<file path="src/rtl/lphs_pkg.sv">
// Package for the linear probing hash set core: shared constants, codes and
// the command and status structs between the controller and the datapath.
// Depends on nothing.
`default_nettype none

package lphs_pkg;

  localparam int unsigned DEPTH_DEFAULT = 256;
  localparam int unsigned KEY_W = 32;
  localparam int unsigned CAP_REG_W = 9;
  localparam int unsigned MIN_CAPACITY = 16;
  localparam logic [CAP_REG_W-1:0] CAP_RESET = 9'd16;
  localparam logic [KEY_W-1:0] HASH_MUL = 32'd2654435761;
  localparam int unsigned REM_STEP_BITS = 4;
  localparam int unsigned REM_STEPS = KEY_W / REM_STEP_BITS;
  localparam int unsigned COUNT_W = 9;
  localparam logic [COUNT_W-1:0] COUNT_MAX = 9'd511;

  localparam logic [1:0] ACT_CLEAR = 2'd0;
  localparam logic [1:0] ACT_INSERT = 2'd1;
  localparam logic [1:0] ACT_LOOKUP = 2'd2;

  localparam logic [1:0] ST_OK = 2'd0;
  localparam logic [1:0] ST_DUP = 2'd1;
  localparam logic [1:0] ST_FULL = 2'd2;
  localparam logic [1:0] ST_FAILED = 2'd3;

  typedef struct packed {
    logic       load;
    logic       clear_set;
    logic       sweep_init;
    logic       sweep_step;
    logic       hash;
    logic       mod_step;
    logic       probe_start;
    logic       advance;
    logic       store;
    logic       mark_failed;
    logic       finish;
    logic       found;
    logic [1:0] status;
  } lphs_cmd_t;

  typedef struct packed {
    logic sweep_last;
    logic mod_last;
    logic used;
    logic key_match;
    logic probe_last;
    logic is_insert;
    logic set_failed;
    logic count_zero;
  } lphs_stat_t;

endpackage

`default_nettype wire

</file>
<file path="src/rtl/lphs_ctrl.sv">
// Controller state machine of the hash set core: sequences clearing sweeps,
// hashing, the modulo steps and slot probing. Depends on lphs_pkg.
`default_nettype none

module lphs_ctrl
  import lphs_pkg::*;
(
  input  wire logic       clk,
  input  wire logic       rst_n,
  input  wire logic       start,
  input  wire logic [1:0] action,
  input  wire lphs_stat_t stat,
  output logic            busy,
  output lphs_cmd_t       cmd
);

  localparam logic [2:0] S_IDLE = 3'd0;
  localparam logic [2:0] S_SWEEP_RST = 3'd1;
  localparam logic [2:0] S_SWEEP_CLR = 3'd2;
  localparam logic [2:0] S_HASH = 3'd3;
  localparam logic [2:0] S_MOD = 3'd4;
  localparam logic [2:0] S_PSTART = 3'd5;
  localparam logic [2:0] S_PROBE = 3'd6;

  logic [2:0] state_r;
  logic [2:0] state_nxt;

  always_ff @(posedge clk) begin
    if (!rst_n) begin
      state_r <= S_SWEEP_RST;
    end else begin
      state_r <= state_nxt;
    end
  end

  assign busy = (state_r != S_IDLE);

  always_comb begin
    cmd = '0;
    state_nxt = state_r;
    unique case (state_r) inside
      S_IDLE: begin
        if (start) begin
          cmd.load = 1'b1;
          unique case (action)
            ACT_CLEAR: begin
              cmd.clear_set = 1'b1;
              cmd.sweep_init = 1'b1;
              state_nxt = S_SWEEP_CLR;
            end
            ACT_INSERT: begin
              if (stat.set_failed) begin
                cmd.finish = 1'b1;
                cmd.status = ST_FAILED;
              end else begin
                state_nxt = S_HASH;
              end
            end
            ACT_LOOKUP: begin
              if (stat.set_failed) begin
                cmd.finish = 1'b1;
                cmd.status = ST_FAILED;
              end else if (stat.count_zero) begin
                cmd.finish = 1'b1;
                cmd.status = ST_OK;
              end else begin
                state_nxt = S_HASH;
              end
            end
            default: begin
              cmd.finish = 1'b1;
              cmd.status = ST_OK;
            end
          endcase
        end
      end
      S_SWEEP_RST, S_SWEEP_CLR: begin
        cmd.sweep_step = 1'b1;
        if (stat.sweep_last) begin
          state_nxt = S_IDLE;
          if (state_r == S_SWEEP_CLR) begin
            cmd.finish = 1'b1;
            cmd.status = ST_OK;
          end
        end
      end
      S_HASH: begin
        cmd.hash = 1'b1;
        state_nxt = S_MOD;
      end
      S_MOD: begin
        cmd.mod_step = 1'b1;
        if (stat.mod_last) begin
          state_nxt = S_PSTART;
        end
      end
      S_PSTART: begin
        cmd.probe_start = 1'b1;
        state_nxt = S_PROBE;
      end
      S_PROBE: begin
        if (!stat.used) begin
          cmd.finish = 1'b1;
          cmd.status = ST_OK;
          cmd.store = stat.is_insert;
          state_nxt = S_IDLE;
        end else if (stat.key_match) begin
          cmd.finish = 1'b1;
          if (stat.is_insert) begin
            cmd.mark_failed = 1'b1;
            cmd.status = ST_DUP;
          end else begin
            cmd.found = 1'b1;
            cmd.status = ST_OK;
          end
          state_nxt = S_IDLE;
        end else if (stat.probe_last) begin
          cmd.finish = 1'b1;
          cmd.status = stat.is_insert ? ST_FULL : ST_OK;
          state_nxt = S_IDLE;
        end else begin
          cmd.advance = 1'b1;
        end
      end
      default: begin
        state_nxt = S_IDLE;
      end
    endcase
  end

endmodule

`default_nettype wire

</file>
<file path="config.mk">
export PLATFORM = sky130hd
export DESIGN_NAME = lphs_ctrl
export DESIGN_NICKNAME = d
export VERILOG_FILES = /design/src/rtl/lphs_pkg.sv /design/src/rtl/lphs_ctrl.sv
export SDC_FILE = /design/constraint.sdc
export NUM_CORES = 1
export LEC_CHECK = 0
export BUFFER_PORTS_ARGS = -buffer_cell sky130_fd_sc_hd__buf_2
export CAP_MARGIN = 15
export CELL_PAD_IN_SITES_DETAIL_PLACEMENT = 0
export CELL_PAD_IN_SITES_GLOBAL_PLACEMENT = 1
export CORE_UTILIZATION = 28
export CTS_CLUSTER_SIZE = 28
export DETAILED_ROUTE_END_ITERATION = 8
export GPL_TIMING_DRIVEN = 0
export PLACE_DENSITY = 0.85
export SYNTH_ARGS = -nofsm -noshare
export SYNTH_HDL_FRONTEND = slang
export SYNTH_SLANG_ARGS = --single-unit
</file>
<file path="constraint.sdc">
create_clock -name clk -period 2.4 [get_ports clk]
set_input_delay 0.48 -clock clk [delete_from_list [all_inputs] [get_ports clk]]
set_output_delay 0.48 -clock clk [all_outputs]
set_load 0.01 [all_outputs]
</file>
==> run_summary.xml <==
<?xml version="1.0" encoding="UTF-8"?>
<metrics>
  <group name="outcome">
    <metric name="outcome" unit="">completed</metric>
  </group>
  <group name="critical_path">
    <metric name="worstPathArrival" unit="ns">1.52</metric>
    <metric name="rr_worst_depth" unit="">5</metric>
    <metric name="worst-path-buf-inv" unit="">2</metric>
    <metric name="setup.worst_path.start_class" unit="">flop</metric>
    <metric name="cp_cell_sequence" unit="">buf_2 -&gt; nor3_2 -&gt; and2_1 -&gt; o21ai_0 -&gt; o41ai_1 -&gt; buf_2</metric>
    <metric name="critPathKind" unit="">reg2out</metric>
    <metric name="endpoint_of_the_worst_register_to_register_path" unit="">state_r[1]</metric>
    <metric name="critical_path.endpoint_type" unit="">primary output</metric>
    <metric name="critPathMostFrequentCell" unit="">sky130_fd_sc_hd__buf_2</metric>
    <metric name="timing.critical_path.slowest_stage_cell" unit="">sky130_fd_sc_hd__dfxtp_1</metric>
    <metric name="critical_path_rt" unit="ns">1.92</metric>
    <metric name="rr_startpoint" unit="">state_r[1]</metric>
    <metric name="critical-path-top-delay-family" unit="">simple AND/OR/NAND/NOR gates</metric>
    <metric name="rrSetupSlack" unit="ns">1.08</metric>
    <metric name="cp.depth" unit="">6</metric>
    <metric name="worst-path-max-fanout" unit="">8</metric>
    <metric name="timing.critical_path.slowest_cell_delay" unit="ns">0.28</metric>
  </group>
  <group name="yosys">
    <metric name="synth_seq_area_share" unit="">0.135</metric>
    <metric name="synthDistinctLibCells" unit="">28</metric>
    <metric name="post-synth-top-area-fraction" unit="">0.135</metric>
    <metric name="yosys_register_bits" unit="">3</metric>
    <metric name="synth_top_area_cell" unit="">sky130_fd_sc_hd__dfxtp_1</metric>
    <metric name="yosysWarningCount" unit="">0</metric>
    <metric name="post_synth.cell_area_avg" unit="um^2">7.18</metric>
    <metric name="netlist_instances" unit="">62</metric>
    <metric name="synth.top_cells.by_area" unit="">sky130_fd_sc_hd__dfxtp_1 (13%), sky130_fd_sc_hd__ha_1 (11%), sky130_fd_sc_hd__nor2_1 (7.6%), sky130_fd_sc_hd__mux2i_1 (6.7%), sky130_fd_sc_hd__inv_1 (5.1%)</metric>
    <metric name="mappedNetlistNets" unit="">79</metric>
    <metric name="mappedNetlistArea" unit="um^2">445</metric>
  </group>
  <group name="finish">
    <metric name="area_growth" unit="%">40.7</metric>
    <metric name="final.fill_count" unit="">176</metric>
    <metric name="layout-drive-gt1-share" unit="">0.409</metric>
    <metric name="stdcell_count" unit="">109</metric>
    <metric name="top_regs" unit="">state_r (3)</metric>
    <metric name="final_nets" unit="">111</metric>
    <metric name="largest_register_ffs" unit="">3</metric>
    <metric name="antenna_cells_inserted" unit="">0</metric>
    <metric name="max_flop_register" unit="">state_r</metric>
  </group>
  <group name="detailed_routing">
    <metric name="drt-total-wl" unit="um">1070</metric>
    <metric name="route.detailed.wl_per_inst" unit="um">9.79</metric>
    <metric name="drt_first_iter_violations" unit="">5</metric>
    <metric name="vias" unit="">525</metric>
    <metric name="postRouteAntennaNets" unit="">0</metric>
    <metric name="drt_first_pass_iters" unit="">4</metric>
    <metric name="route.detailed.vias_per_inst" unit="">4.82</metric>
    <metric name="post-route-drc-count" unit="">0</metric>
  </group>
  <group name="sta">
    <metric name="report.final.slew_viol_count" unit="">0</metric>
    <metric name="finalHoldViolations" unit="">0</metric>
    <metric name="rsz0062_at_grt" unit="">false</metric>
    <metric name="final.period_utilization" unit="">0.832</metric>
    <metric name="timing.fmax" unit="GHz">0.501</metric>
    <metric name="fin_worst_hold_slack" unit="ns">0.549</metric>
    <metric name="final_critical_path_setup_slack" unit="ns">0.403</metric>
    <metric name="setup_total_negative_slack" unit="ns">0</metric>
    <metric name="max_slew.worst_pin.slew" unit="ns">0.267</metric>
    <metric name="max_slew_margin" unit="">0.819</metric>
    <metric name="clock_skews" unit="ns">0.00182</metric>
    <metric name="setup_violations" unit="">0</metric>
    <metric name="layout_min_cycle_time" unit="ns">2.00</metric>
  </group>
  <group name="pwr">
    <metric name="vdd.ir_drop.worst" unit="V">0.000286</metric>
    <metric name="power.leakage" unit="nW">0.346</metric>
    <metric name="power-per-cell-area" unit="mW/mm^2">871</metric>
  </group>
  <group name="clock_network">
    <metric name="post-cts-setup-buffer-count" unit="">0</metric>
    <metric name="holdBufCountCts" unit="">0</metric>
    <metric name="cts.repair.resized" unit="">0</metric>
    <metric name="path_clk_slew" unit="ns">0.04</metric>
    <metric name="root_buffer_cell" unit="">sky130_fd_sc_hd__clkbuf_4</metric>
    <metric name="htreeDepth" unit="">1</metric>
    <metric name="clock_insertion_delay_worst_skew" unit="ns">0.23</metric>
    <metric name="tritoncts_clock_tree" unit="">done</metric>
    <metric name="clock_sink_count" unit="">3</metric>
    <metric name="cts_inserted_buffers" unit="">3</metric>
    <metric name="cts_max_path_buffers" unit="">2</metric>
  </group>
  <group name="floorplan">
    <metric name="die-area" unit="mm^2">0.00175</metric>
    <metric name="die_w" unit="um">41.9</metric>
    <metric name="ioPinCount" unit="">28</metric>
    <metric name="row_count" unit="">14</metric>
    <metric name="start_util" unit="">0.299</metric>
    <metric name="floorplan.core_area" unit="mm^2">0.00149</metric>
    <metric name="die_h" unit="um">41.9</metric>
  </group>
  <group name="grt">
    <metric name="globalRouteOverflowTotal" unit="">0</metric>
    <metric name="grt_pass1_vias" unit="">427</metric>
    <metric name="grt_antenna_before_repair" unit="">0</metric>
    <metric name="grt_max_degree" unit="">11</metric>
    <metric name="grtUsageTotal" unit="">0.127</metric>
    <metric name="grt_first_pass_wirelength" unit="um">1740</metric>
  </group>
  <group name="placement">
    <metric name="numPortBuffers" unit="">27</metric>
    <metric name="place_worst_setup_slack" unit="ns">0.425</metric>
    <metric name="place_congestion" unit="">0.768</metric>
    <metric name="detailed_place_hpwl" unit="um">868</metric>
    <metric name="placed_cells" unit="">105</metric>
  </group>
  <group name="min_path">
    <metric name="hp-start" unit="">rst_n</metric>
    <metric name="hp-class" unit="">in2reg</metric>
    <metric name="holdPathEnd" unit="">state_r[1]</metric>
    <metric name="hold-path-cell-count" unit="">3</metric>
  </group>
  <group name="flow_run">
    <metric name="max_capacitance_violation_count" unit="">0</metric>
  </group>
</metrics>
==> worst max path at each step <==
stage                           from  endpoint  slack [ns]
after floorplan              stat[5]    cmd[3]        0.73
after global placement     action[0]    cmd[3]        0.44
after detailed placement   action[0]    cmd[3]        0.42
after CTS                 state_r[2]    cmd[3]        0.39
after global routing      state_r[2]    cmd[3]        0.28
final                     state_r[2]    cmd[3]        0.40
==> stage by stage <==
step | util | power [mW] | cell area [um^2]
detailed placement | 0.403 | 0.462 | 601
finish | 0.421 | 0.546 | 627
global placement | 0.403 | 0.458 | 601
floorplan | - | 0.356 | 445
global route | 0.421 | 0.597 | 627
CTS | 0.421 | 0.555 | 627
==> layer usage <==
layer	track usage	share of wire	wire, um
met1	0.165	0.48	509
met2	0.200	0.44	465
met3	0.0652	0.086	92
met4	0	0	0
met5	0	0	0
==> cell usage in the layout, fill, tap and decap left out, types with 2 or more instances in the layout <==
cell                       synthesis  layout
sky130_fd_sc_hd__inv_1             6       6
sky130_fd_sc_hd__o21ai_0           3       3
sky130_fd_sc_hd__nand2_1           5       5
sky130_fd_sc_hd__nor2_1            9       9
sky130_fd_sc_hd__dfxtp_1           3       3
sky130_fd_sc_hd__clkbuf_4          0       3
sky130_fd_sc_hd__and3_1            3       3
sky130_fd_sc_hd__nand3_1           2       2
sky130_fd_sc_hd__mux2i_1           3       3
sky130_fd_sc_hd__ha_1              4       4
sky130_fd_sc_hd__and2_1            2       2
sky130_fd_sc_hd__buf_2             3      30
sky130_fd_sc_hd__nor2b_1           2       2
sky130_fd_sc_hd__a21oi_1           2       2
==> logic make-up (layout without fill, tap and decap cells) <==
| logic type | count (synthesis) | after routing | synth area share |
|---|---|---|---|
| buf+inv | 10 | 41 | 0.101 |
| mux | 3 | 3 | 0.0674 |
| fa+ha+maj | 4 | 4 | 0.112 |
| compound gates | 9 | 9 | 0.140 |
| xor+xnor | 2 | 2 | 0.0393 |
| flops | 3 | 3 | 0.135 |
| simple gates | 31 | 31 | 0.405 |
==> report_power, final <==
group / leakage (nW) / internal [mW] / switching, mW
clock: 0.0150 / 0.0622 / 0.0245
sequential: 0.0247 / 0.0734 / 0.0179
combinational: 0.306 / 0.167 / 0.201
==> synthesized netlist by cell type <==
cell type and n:
sky130_fd_sc_hd__nand3_1 2, sky130_fd_sc_hd__o21ai_0 3, sky130_fd_sc_hd__nor4bb_1 1, sky130_fd_sc_hd__xor2_1 1, sky130_fd_sc_hd__a21oi_1 2, sky130_fd_sc_hd__or3b_4 1
sky130_fd_sc_hd__o41ai_1 1, sky130_fd_sc_hd__nor2_1 9, sky130_fd_sc_hd__nor3_4 1, sky130_fd_sc_hd__nand2_1 5, sky130_fd_sc_hd__o31a_1 1, sky130_fd_sc_hd__dfxtp_1 3
sky130_fd_sc_hd__xnor2_1 1, sky130_fd_sc_hd__and2_1 2, sky130_fd_sc_hd__mux2i_1 3, sky130_fd_sc_hd__buf_2 3, sky130_fd_sc_hd__nor3_1 1, sky130_fd_sc_hd__and3_1 3
sky130_fd_sc_hd__buf_4 1, sky130_fd_sc_hd__nor2b_1 2, sky130_fd_sc_hd__ha_1 4, sky130_fd_sc_hd__nor4_1 1, sky130_fd_sc_hd__o2111ai_1 1, sky130_fd_sc_hd__a221o_2 1
sky130_fd_sc_hd__nand3b_1 1, sky130_fd_sc_hd__nor3_2 1, sky130_fd_sc_hd__nor3b_1 1, sky130_fd_sc_hd__inv_1 6
==> cell type report <==
class | count | area [um^2] | share of cell area
tap | 16 | 20.0 | 0.0319
sequential | 3 | 60.1 | 0.0958
clock buffer | 4 | 26.3 | 0.0419
timing repair buffer | 27 | 135 | 0.216
buffer | 4 | 22.5 | 0.0359
multi-input combinational | 49 | 340 | 0.543
inverter | 6 | 22.5 | 0.0359
==> worst register-to-register path, delay by kind of cell, from the launching register on <==
family          cells  cell delay, ns
compound gates      1            0.37
buf+inv             1            0.20
flops               1            0.29
mux                 1            0.13
simple gates        2            0.23
Note: power is estimated with default switching activity, not from simulation.
